--- config.mk ---
export PLATFORM = sky130hd
export DESIGN_NAME = srtf_process_scheduler_flat
export DESIGN_NICKNAME = d
export VERILOG_FILES = /design/src/design/srtf_pkg.sv /design/src/design/srtf_if.sv /design/src/design/srtf_ram.sv /design/src/design/srtf_cmp.sv /design/src/design/srtf_process_scheduler.sv /design/src/flat_wrapper.sv
export VERILOG_INCLUDE_DIRS = /design/src /design/src/design
export SDC_FILE = /design/constraint.sdc
export NUM_CORES = 2
export LEC_CHECK = 0
export BUFFER_PORTS_ARGS = -buffer_cell sky130_fd_sc_hd__buf_2
export CAP_MARGIN = 20
export CELL_PAD_IN_SITES_DETAIL_PLACEMENT = 1
export CELL_PAD_IN_SITES_GLOBAL_PLACEMENT = 1
export CORE_MARGIN = 5
export CORE_UTILIZATION = 40
export CTS_CLUSTER_DIAMETER = 150
export DETAILED_ROUTE_END_ITERATION = 6
export PLACE_DENSITY = 0.69
export REMOVE_ABC_BUFFERS = 1
export SLEW_MARGIN = 25
export SYNTH_ARGS = -nofsm -noshare
export SYNTH_HDL_FRONTEND = slang
export SYNTH_SLANG_ARGS = --single-unit
export TNS_END_PERCENT = 100
--- constraint.sdc ---
create_clock -name i_clk -period 19.4 [get_ports i_clk]
set_input_delay 0.97 -clock i_clk [delete_from_list [all_inputs] [get_ports i_clk]]
set_output_delay 0.97 -clock i_clk [all_outputs]
set_load 0.05 [all_outputs]
--- src/design/srtf_process_scheduler_macros.svh ---
// Assertion macros used by the scheduler top level.
`ifndef SRTF_PROCESS_SCHEDULER_MACROS_SVH
`define SRTF_PROCESS_SCHEDULER_MACROS_SVH

// Same-cycle implication, disabled while reset is held.
`define SRTF_ASSERT_NOW(label, clk, rst_n, ante, cons) \
    label: assert property (@(posedge clk) disable iff (!(rst_n)) (ante) |-> (cons)) \
        else $error("srtf assertion failed");

// Next-cycle implication, disabled while reset is held.
`define SRTF_ASSERT_NEXT(label, clk, rst_n, ante, cons) \
    label: assert property (@(posedge clk) disable iff (!(rst_n)) (ante) |=> (cons)) \
        else $error("srtf assertion failed");

`endif

--- src/design/srtf_pkg.sv ---
// Types and constants of the SRTF process scheduler.
package srtf_pkg;

    localparam int SLOTS = 16;
    localparam int IDXW  = (SLOTS > 1) ? $clog2(SLOTS) : 1;

    typedef enum logic [1:0] {
        ST_ACCEPT = 2'd0,
        ST_FULL   = 2'd1,
        ST_SERVED = 2'd2,
        ST_IDLE   = 2'd3
    } t_status;

    typedef enum logic {
        OP_ARRIVE = 1'b0,
        OP_TICK   = 1'b1
    } t_op;

    typedef struct packed {
        t_op         operation;
        logic [7:0]  proc_id;
        logic [15:0] burst;
    } t_in_word;

    typedef struct packed {
        t_status     status;
        logic [7:0]  served_id;
        logic        finished;
        logic [31:0] completion_time;
        logic [31:0] turnaround;
        logic [31:0] waiting;
    } t_out_word;

    // One process table entry as stored in the slot RAM.
    typedef struct packed {
        logic [7:0]  id;
        logic [15:0] rem;
        logic [15:0] burst;
        logic [31:0] arr;
    } t_entry;

    localparam int ENTRY_W = $bits(t_entry);

endpackage

--- src/design/srtf_if.sv ---
// Valid/ready channel interfaces for scheduler input and result words.
interface srtf_in_if;
    logic               valid;
    logic               ready;
    srtf_pkg::t_in_word data;

    modport source (output valid, output data, input ready);
    modport sink   (input valid, input data, output ready);
endinterface

interface srtf_out_if;
    logic                valid;
    logic                ready;
    srtf_pkg::t_out_word data;

    modport source (output valid, output data, input ready);
    modport sink   (input valid, input data, output ready);
endinterface

--- src/design/srtf_ram.sv ---
// Generic single-write, single-read RAM with registered read data.
module srtf_ram #(
    parameter int WIDTH = 8,
    parameter int DEPTH = 16
) (
    input  logic                     i_clk,
    input  logic                     i_we,
    input  logic [$clog2(DEPTH)-1:0] i_waddr,
    input  logic [WIDTH-1:0]         i_wdata,
    input  logic [$clog2(DEPTH)-1:0] i_raddr,
    output logic [WIDTH-1:0]         o_rdata
);

    logic [WIDTH-1:0] r_mem [DEPTH];
    logic [WIDTH-1:0] r_rdata;

    always_ff @(posedge i_clk) begin
        if (i_we) begin
            r_mem[i_waddr] <= i_wdata;
        end
        r_rdata <= r_mem[i_raddr];
    end

    assign o_rdata = r_rdata;

endmodule

--- src/design/srtf_cmp.sv ---
// Priority compare: candidate beats best on less remaining time, then earlier arrival.
module srtf_cmp (
    input  srtf_pkg::t_entry i_cand,
    input  srtf_pkg::t_entry i_best,
    output logic             o_lt
);

    logic rem_lt;
    logic rem_eq;
    logic arr_lt;

    assign rem_lt = i_cand.rem < i_best.rem;
    assign rem_eq = i_cand.rem == i_best.rem;
    assign arr_lt = i_cand.arr < i_best.arr;

    // Strict compare keeps the lower slot on a full tie.
    assign o_lt = rem_lt || (rem_eq && arr_lt);

endmodule

--- src/design/srtf_process_scheduler.sv ---
// Top level of the shortest-remaining-time-first process scheduler.
//
//  channel   dir  modport  word
//  i_in      in   sink     operation, proc_id, burst
//  o_out     out  source   status, served_id, finished, completion_time,
//                          turnaround, waiting
//
// Arrival: one slot valid bit is checked per cycle until a free slot is found.
// Tick: one slot RAM read and one compare per cycle over all slots, then the
// update and, when the process finishes, turnaround and then waiting.
// Reset (i_rst_n low, synchronous) clears all slot valid bits and the time.
// A word is taken only when the sequencer is idle; a result waiting on o_out
// holds the sequencer in its last step until the output register frees up.
`include "srtf_process_scheduler_macros.svh"

module srtf_process_scheduler (
    input logic        i_clk,
    input logic        i_rst_n,
    srtf_in_if.sink    i_in,
    srtf_out_if.source o_out
);

    typedef enum logic [2:0] {
        S_IDLE,
        S_FIND,
        S_SCAN,
        S_LAST,
        S_UPD,
        S_TAT,
        S_WT,
        S_DONE
    } t_state;

    localparam logic [srtf_pkg::IDXW-1:0] LAST_IDX = srtf_pkg::IDXW'(srtf_pkg::SLOTS - 1);

    t_state                        r_state;
    logic [srtf_pkg::SLOTS-1:0]    r_valid;
    logic [31:0]                   r_time;
    logic [srtf_pkg::IDXW-1:0]     r_cnt;
    srtf_pkg::t_in_word            r_item;
    logic                          r_pend_act;
    logic                          r_pend_v;
    logic [srtf_pkg::IDXW-1:0]     r_pend_idx;
    logic                          r_found;
    logic [srtf_pkg::IDXW-1:0]     r_best_idx;
    srtf_pkg::t_entry              r_best;
    logic [31:0]                   r_ct;
    logic [31:0]                   r_tat;
    srtf_pkg::t_out_word           r_res;
    logic                          r_out_valid;
    srtf_pkg::t_out_word           r_out;

    logic                          in_fire;
    logic                          out_free;
    logic                          ram_we;
    logic [srtf_pkg::IDXW-1:0]     ram_waddr;
    srtf_pkg::t_entry              ram_wdata;
    logic [srtf_pkg::ENTRY_W-1:0]  ram_rdata;
    srtf_pkg::t_entry              rd_entry;
    logic                          cmp_lt;
    logic                          take;
    logic [31:0]                   sub_a;
    logic [31:0]                   sub_b;
    logic [31:0]                   sub_y;

    function automatic srtf_pkg::t_out_word make_res(
        srtf_pkg::t_status st,
        logic [7:0]        id,
        logic              fin,
        logic [31:0]       ct,
        logic [31:0]       tat,
        logic [31:0]       wt
    );
        srtf_pkg::t_out_word w;
        w.status          = st;
        w.served_id       = id;
        w.finished        = fin;
        w.completion_time = ct;
        w.turnaround      = tat;
        w.waiting         = wt;
        return w;
    endfunction

    assign in_fire  = i_in.valid && i_in.ready;
    assign out_free = !r_out_valid || o_out.ready;

    assign i_in.ready  = (r_state == S_IDLE);
    assign o_out.valid = r_out_valid;
    assign o_out.data  = r_out;

    srtf_ram #(
        .WIDTH (srtf_pkg::ENTRY_W),
        .DEPTH (srtf_pkg::SLOTS)
    ) u_slot_ram (
        .i_clk   (i_clk),
        .i_we    (ram_we),
        .i_waddr (ram_waddr),
        .i_wdata (ram_wdata),
        .i_raddr (r_cnt),
        .o_rdata (ram_rdata)
    );

    assign rd_entry = srtf_pkg::t_entry'(ram_rdata);

    srtf_cmp u_cmp (
        .i_cand (rd_entry),
        .i_best (r_best),
        .o_lt   (cmp_lt)
    );

    assign take = r_pend_act && r_pend_v && (!r_found || cmp_lt);

    // Shared subtractor: turnaround first, then waiting.
    assign sub_a = (r_state == S_WT) ? r_tat : r_ct;
    assign sub_b = (r_state == S_WT) ? {16'd0, r_best.burst} : r_best.arr;
    assign sub_y = sub_a - sub_b;

    always_comb begin
        ram_we    = 1'b0;
        ram_waddr = r_cnt;
        ram_wdata = r_best;
        unique case (r_state)
            S_FIND: begin
                ram_we          = !r_valid[r_cnt];
                ram_wdata.id    = r_item.proc_id;
                ram_wdata.rem   = r_item.burst;
                ram_wdata.burst = r_item.burst;
                ram_wdata.arr   = r_time;
            end
            S_UPD: begin
                ram_we        = r_found && (r_best.rem > 16'd1);
                ram_waddr     = r_best_idx;
                ram_wdata.rem = r_best.rem - 16'd1;
            end
            default: begin
                ram_we = 1'b0;
            end
        endcase
    end

    always_ff @(posedge i_clk) begin
        if (!i_rst_n) begin
            r_state     <= S_IDLE;
            r_valid     <= '0;
            r_time      <= '0;
            r_pend_act  <= 1'b0;
            r_found     <= 1'b0;
            r_out_valid <= 1'b0;
        end else begin
            // Load a new result when free, else drop the one just taken.
            if ((r_state == S_DONE) && out_free) begin
                r_out_valid <= 1'b1;
            end else if (o_out.ready) begin
                r_out_valid <= 1'b0;
            end
            unique case (r_state)
                S_IDLE: begin
                    r_cnt      <= '0;
                    r_pend_act <= 1'b0;
                    r_found    <= 1'b0;
                    if (in_fire) begin
                        r_item  <= i_in.data;
                        r_state <= (i_in.data.operation == srtf_pkg::OP_TICK) ? S_SCAN
                                                                               : S_FIND;
                    end
                end
                S_FIND: begin
                    if (!r_valid[r_cnt]) begin
                        r_valid[r_cnt] <= 1'b1;
                        r_res   <= make_res(srtf_pkg::ST_ACCEPT, '0, 1'b0, '0, '0, '0);
                        r_state <= S_DONE;
                    end else if (r_cnt == LAST_IDX) begin
                        r_res   <= make_res(srtf_pkg::ST_FULL, '0, 1'b0, '0, '0, '0);
                        r_state <= S_DONE;
                    end else begin
                        r_cnt <= r_cnt + 1'b1;
                    end
                end
                S_SCAN, S_LAST: begin
                    // Fold in the slot read last cycle, issue the next read.
                    if (take) begin
                        r_found    <= 1'b1;
                        r_best     <= rd_entry;
                        r_best_idx <= r_pend_idx;
                    end
                    if (r_state == S_SCAN) begin
                        r_pend_act <= 1'b1;
                        r_pend_v   <= r_valid[r_cnt];
                        r_pend_idx <= r_cnt;
                        if (r_cnt == LAST_IDX) begin
                            r_state <= S_LAST;
                        end else begin
                            r_cnt <= r_cnt + 1'b1;
                        end
                    end else begin
                        r_pend_act <= 1'b0;
                        r_state    <= S_UPD;
                    end
                end
                S_UPD: begin
                    r_time <= r_time + 32'd1;
                    if (!r_found) begin
                        r_res   <= make_res(srtf_pkg::ST_IDLE, '0, 1'b0, '0, '0, '0);
                        r_state <= S_DONE;
                    end else if (r_best.rem <= 16'd1) begin
                        r_valid[r_best_idx] <= 1'b0;
                        r_ct    <= r_time + 32'd1;
                        r_state <= S_TAT;
                    end else begin
                        r_res   <= make_res(srtf_pkg::ST_SERVED, r_best.id, 1'b0, '0, '0, '0);
                        r_state <= S_DONE;
                    end
                end
                S_TAT: begin
                    r_tat   <= sub_y;
                    r_state <= S_WT;
                end
                S_WT: begin
                    r_res   <= make_res(srtf_pkg::ST_SERVED, r_best.id, 1'b1, r_ct, r_tat,
                                        sub_y);
                    r_state <= S_DONE;
                end
                S_DONE: begin
                    // Hold until the output register can take the result.
                    if (out_free) begin
                        r_out   <= r_res;
                        r_state <= S_IDLE;
                    end
                end
                default: begin
                    r_state <= S_IDLE;
                end
            endcase
        end
    end

    `SRTF_ASSERT_NEXT(a_busy_after_accept, i_clk, i_rst_n, in_fire, !i_in.ready)
    `SRTF_ASSERT_NOW(a_finish_is_served, i_clk, i_rst_n, r_out_valid && r_out.finished,
                     r_out.status == srtf_pkg::ST_SERVED)
    `SRTF_ASSERT_NOW(a_idle_fields_zero, i_clk, i_rst_n,
                     r_out_valid && (r_out.status == srtf_pkg::ST_IDLE),
                     (r_out.served_id == 8'd0) && !r_out.finished)
    `SRTF_ASSERT_NOW(a_best_is_valid, i_clk, i_rst_n,
                     r_found && ((r_state == S_SCAN) || (r_state == S_LAST) ||
                                 (r_state == S_UPD)),
                     r_valid[r_best_idx])
    `SRTF_ASSERT_NEXT(a_finish_frees_slot, i_clk, i_rst_n,
                      (r_state == S_UPD) && r_found && (r_best.rem <= 16'd1),
                      !r_valid[r_best_idx])

endmodule

--- src/flat_wrapper.sv ---
// flat-port wrapper written by rule: the top's interface ports become plain ports
module srtf_process_scheduler_flat 
  (i_clk, i_rst_n, i_in_valid, i_in_data, i_in_ready, o_out_valid, o_out_data, o_out_ready);
  srtf_in_if i_in_i ();
  srtf_out_if o_out_i ();
  input logic i_clk;
  input logic i_rst_n;
  input wire logic [$bits(i_in_i.valid)-1:0] i_in_valid;
  input wire logic [$bits(i_in_i.data)-1:0] i_in_data;
  output wire logic [$bits(i_in_i.ready)-1:0] i_in_ready;
  output wire logic [$bits(o_out_i.valid)-1:0] o_out_valid;
  output wire logic [$bits(o_out_i.data)-1:0] o_out_data;
  input wire logic [$bits(o_out_i.ready)-1:0] o_out_ready;
  assign i_in_i.valid = i_in_valid;
  assign i_in_i.data = i_in_data;
  assign i_in_ready = i_in_i.ready;
  assign o_out_valid = o_out_i.valid;
  assign o_out_data = o_out_i.data;
  assign o_out_i.ready = o_out_ready;
  srtf_process_scheduler u_core (.i_clk(i_clk), .i_rst_n(i_rst_n), .i_in(i_in_i), .o_out(o_out_i));
endmodule
# After elaboration in Yosys (flattened, before gate mapping)
# Memories as Yosys holds them, arrays and structs flattened. A register that Yosys moved wholly into a read port is not among the register bits.
# Cells that the tools add are included.
totals:
  ff_bits: 441
  mem_bits_rw: 1152
  inputBits: 29
  output_inout_bits: 109
  wordCells: 142
  mem_count: 1
classes:
  addsub: 4
  n_lt_le_gt_ge: 8
  eq_ne: 20
  mux: 44
  bitwise_logic: 3
  n_reduce_logical: 32
memory_table:
  columns: ["name", "words", "width", "read_ports", "rd_clocked_by_memory_dff", "write_ports", "line", "rtl"]
  rows:
  - ["u_core.u_slot_ram.r_mem", 16, 72, 1, 1, 1, "srtf_ram.sv:14", "logic [WIDTH-1:0] r_mem [DEPTH];"]
op_table:
  columns: ["cell", "count"]
  rows:
  - ["107-bit two-way mux", 4]
  - ["107-bit one-hot mux with 3 select lines", 1]
  - ["32-bit two-way mux", 2]
  - ["16-bit one-hot mux with 2 select lines", 2]
  - ["16-bit two-way mux", 3]
  - ["48-bit two-way mux", 1]
  - ["32-bit by 1-bit adder with 32-bit output, second input constant", 1]
  - ["32-bit less-than comparator", 1]
  - ["32-bit subtractor", 1]
  - ["3-bit two-way mux", 7]
  - ["3-bit one-hot mux with 7 select lines", 1]
  - ["4-bit AND reduction", 5]
  - ["16-bit AND", 1]
  - ["16-bit == test", 1]
  - ["16-bit by 1-bit > comparator with 1-bit output, second input constant", 1]
  - ["16-bit by 1-bit <= comparator with 1-bit output, second input constant", 1]
  - ["16-bit less-than comparator", 1]
  - ["4-bit two-way mux", 4]
  - ["16-bit NOT", 1]
  - ["16-bit bitwise OR", 1]
  - ["16-bit by 1-bit subtractor with 16-bit output, second input constant", 1]
  - ["3-bit == test, second input constant", 4]
  - ["2-bit by 1-bit != test with 1-bit output, second input constant", 6]
  - ["4-bit one-hot mux with 3 select lines", 1]
  - ["other kinds (24)", 59]

# Logic depth before layout (Yosys ltp)
depth:
  depth_word: 9
  mapped_depth: 17

# Cells and area by module
# Synthesis repeated with hierarchy kept, for this count alone.
hier_totals:
  hier_cells: 3588
  hier_area_um2: 64988.6
modules_own_cells:
  columns: ["mod", "n_inst", "cells_each", "area_each_um2", "seq_area_each_um2"]
  rows:
  - ["srtf_ram", 1, 1850, 44550.2, 36034.6]
  - ["srtf_process_scheduler", 1, 1577, 19274.7, 12702.2]
  - ["srtf_cmp", 1, 161, 1163.6, 0.0]

# Least setup slack after synthesis
# No wires, ideal clock.
synth_timing:
  path_kind: "in2reg"
  startpoint: "input i_rst_n"
  endpoint: "register u_core.r_out (netlist bit u_core.o_out.data[0]), enable pin"
  setup_ns: 0.726
  arrival_ns: 9.088
  required_time_ns: 18.674
  setup_slack_ns: 9.586
  cell_stages: 3
  n_path_buf: 1
  path_cell_list: "clkbuf_1 nand2_1 nor3b_1"
synth_between:
  elab_chain_cells: 1
synth_lines:
  columns: ["element", "line", "rtl"]
  rows:
  - ["from (decl)", "flat_wrapper.sv:7", "input logic i_rst_n;"]
  - ["3-bit AND reduction (no line)", null, null]
  - ["to (signal assigned)", "srtf_process_scheduler.sv:226", "r_out <= r_res;"]
  - ["to (decl)", "srtf_process_scheduler.sv:51", "srtf_pkg::t_out_word r_out;"]
# No other way between the ends.
# A chain may end at the register's enable or synchronous reset.

# Worst setup path after layout
layout_timing:
  startpoint: "register u_core.r_cnt[0] (netlist bit)"
  endpoint: "memory u_core.u_slot_ram.r_mem[9][6] (netlist bit), enable pin"
layout_between:
  elab_chain_cells: 6
layout_lines:
  columns: ["element", "line", "rtl"]
  rows:
  - ["from (decl)", "srtf_process_scheduler.sv:39", "logic [srtf_pkg::IDXW-1:0] r_cnt;"]
  - ["from (signal assigned)", "srtf_process_scheduler.sv:176", "r_cnt <= r_cnt + 1'b1;"]
  - ["from (signal assigned)", "srtf_process_scheduler.sv:193", "r_cnt <= r_cnt + 1'b1;"]
  - ["1-bit binary-select mux with 4-bit select", "srtf_process_scheduler.sv:124", "ram_we = !r_valid[r_cnt];"]
  - ["1-bit two-way mux (implied by the code)", "srtf_process_scheduler.sv:124", null]
  - ["1-bit logical NOT", null, null]
  - ["1-bit one-hot mux with 2 select lines", "srtf_process_scheduler.sv:122", "unique case (r_state)"]
  - ["1-bit two-way mux", "srtf_ram.sv:18", "if (i_we) begin"]
  - ["1-bit two-way mux (implied by the code)", "srtf_ram.sv:19", "r_mem[i_waddr] <= i_wdata;"]
  - ["to (decl)", "srtf_ram.sv:14", null]
# Several ways; a longest one is shown, not always the timed one. The select of a mux whose other input is x is not followed.

==> results.json <==
{
  "run_status": "completed",
  "grt_use_met2_pct": 31.2,
  "antenna_found_initial": 9,
  "final_common_cell": "edfxtp_1",
  "critPathCaptureType": "flop",
  "clock_latency_ns": 0.81,
  "ys_ff_latch": 1665,
  "cts_hold_buf": 0,
  "multi_input_area_um2": 15600,
  "ys_types": 74,
  "fin_crit_sh_pct": 29.6,
  "vias": 32900,
  "gr-usage-met1_pct": 26.8,
  "syn_area_um2": 65000,
  "cap_violations": 0,
  "layout.cells.non_filler": 5932,
  "post_cts_buffers": 0,
  "cts-buffers-inserted": 169,
  "cts_tree": "built",
  "clockBufferDepth": 3,
  "synthArstFlopShare_pct": 0,
  "setup_viol": 0,
  "yosysWarnings": 0,
  "fillCellCount": 15200,
  "row_count": 148,
  "drc": 0,
  "ys.flop_type": "edfxtp_1",
  "clock.fmax_mhz": 174,
  "avgSynthCellArea_um2": 19.1,
  "yosys-top-cells-area": "edfxtp_1 71%, mux4_2 13%, dfxtp_1 3.9%, ha_1 1.7%, nand2_1 1.2%",
  "slew_viol_final": 0,
  "numPortBuffers": 137,
  "tightest_slew_ns": 1.07,
  "yosys.area.top_type": "edfxtp_1",
  "path_cells": "buf_4 -> mux4_2 -> and2_1 -> a211oi_2 -> a31o_2 -> inv_2 -> nor2_4 -> a31oi_1 -> or2_1 -> nor2_4 -> buf_4",
  "layout_min_cycle_time_ns": 5.74,
  "crit_family": "buffers and inverters",
  "grt_pass1_wl_um": 239000,
  "holdCritPathClass": "in2reg",
  "synth_top_area_share_pct": 71.1,
  "slowest_delay_ns": 0.89,
  "grt_util_met3_pct": 3.12,
  "fin_ws_ns": 13.66,
  "nets": 3733,
  "grt_use_total_pct": 19.0,
  "root_buffer": "clkbuf_16",
  "p_leak_uw": 0.0246,
  "seq_area_um2": 48700,
  "die_w_um": 413,
  "clk_pin_slew_worst_paths_ns": 0.06,
  "dieArea_um2": 171000,
  "grt-ovfl-total": 0,
  "placed_cells": 5613,
  "cts_resized": 0,
  "final_cell_mix": "1539 x edfxtp_1, 364 x mux4_2, 214 x nand2_1",
  "yosysSeqAreaShare_pct": 75.0,
  "cts.htree.levels": 4,
  "worstSetupStartpointType": "flop",
  "maxSlewHeadroom_pct": 27.8,
  "layout-drive-gt1-share_pct": 24.0,
  "grt_pass1_vias": 34700,
  "io_pins": 138,
  "wirelength_um": 163000,
  "crit_slowest_cell": "buf_4",
  "wl_per_cell_um": 27.4,
  "drt_iter0_markers": 3293,
  "synth_edf_count": 1539,
  "fp.dieH_um": 413,
  "final_hold_viol_count": 0,
  "start_util_pct": 40.1,
  "cp.buffers_inverters": 3,
  "path_class": "reg2reg",
  "cp.required_ns": 19.81,
  "rsz0062_at_grt": "no",
  "clock_sinks": 1665,
  "pre_cts_ws_ns": 13.01,
  "viasPerCell": 5.55,
  "detailed_place_hpwl_um": 98200,
  "firstDrtPassIters": 6,
  "cp_data_arrival_time_ns": 6.15,
  "coreArea_um2": 162000,
  "area_growth_pct": 14.7,
  "drtAntennaViolNets": 0,
  "power.density_nw_per_um2": 141,
  "critical_path_peak_fanout": 54,
  "peakVddDrop_v": 0.000103,
  "gp_congestion": 0.825,
  "grt_max_degree": 144,
  "skew_ns": 0.0556,
  "synthCells": 3395,
  "grt-busiest-layer": "met2"
}
where the power goes:
group / internal (µW) / switching (µW) / total (µW) / leakage [µW]
logic: 994 / 1500 / 2490 / 0.00683
clock network: 1900 / 1420 / 3320 / 0.00279
registers: 4550 / 151 / 4700 / 0.0149
total: 7440 / 3070 / 10500 / 0.0246
cell usage after synthesis (all sizes together), types with 8 or more instances:
cell type     n
edfxtp     1539
mux4        364
nand2       216
dfxtp       126
clkbuf      117
nor2        100
o21ai        88
ha           86
a21oi        77
and3         76
inv          68
and2         57
buf          54
xnor2        47
a21o         44
xor2         37
nand3        33
nor3         33
nand4        25
a31oi        23
nand2b       16
nor2b        16
o211ai       15
a21boi       12
a32oi        12
mux2i        12
or3           9
a211oi        8
registers in the layout, indices dropped and copies added, names as in the netlist, 3 cells and up:
name                       cells
u_core.r_state                 3
u_core.r_best                 72
u_core.u_slot_ram.o_rdata     72
u_core.o_out.data            107
u_core.r_cnt                   4
u_core.r_res                 107
u_core.r_tat                  32
u_core.r_best_idx              4
u_core.u_slot_ram.r_mem     1152
u_core.r_valid                16
u_core.r_item                 24
u_core.r_pend_idx              4
u_core.r_ct                   32
u_core.r_time                 32
final timing paths:
path,startpoint,endpoint,slack [ns],cells past startpoint
setup / recovery,u_core.r_cnt[0],u_core.u_slot_ram.r_mem[9][6],13.66,11
hold / removal,i_in_data[18],u_core.r_item[18],0.34,1
setup reg to reg,u_core.r_cnt[0],u_core.u_slot_ram.r_mem[9][6],13.66,11
hold reg to reg,u_core.u_slot_ram.o_rdata[38],u_core.r_best[38],0.40,0
layer usage:
metal  wire [µm]  vias to the layer above  share of wire (%)
met3       10800                      194                6.6
li1            -                    14100                  -
met1       69800                    17500                 43
met4        3220                        0                2.0
met5           0                        -                  0
met2       79000                     1160                 49
per-stage QoR:
stage	util [%]	power [µW]	hold WS, ns	setup TNS, ns	cell area, µm²
after floorplan	-	6890	0.386	-141.21	64300
after global placement	42.2	7180	0.386	0	68500
after global routing	46.0	11000	0.293	0	74600
after detailed placement	42.3	7260	0.390	0	68700
after CTS	45.9	10600	0.273	0	74400
final	46.0	10500	0.336	0	74600
kinds of logic after synthesis:
logic type / after synthesis / share of synthesized area [%]
and+or+nand+nor: 609 / 4.65
DFF: 1665 / 75.0
xor gates and xnor gates: 84 / 1.13
adders and majority gates: 87 / 1.69
buffers and inverters: 240 / 1.46
AOI/OAI and AO/OA: 333 / 3.29
muxes: 377 / 12.8
area by class of cell:
cell class | instances | area share, %
clock inverter | 80 | 1.43
timing repair buffer | 222 | 2.06
antenna | 1 | 0.00336
sequential | 1665 | 65.3
tap | 2175 | 3.65
clock buffer | 230 | 6.26
inverter | 69 | 0.354
multi-input combinational | 1490 | 20.9
Note: power is estimated with default switching activity, not from simulation.
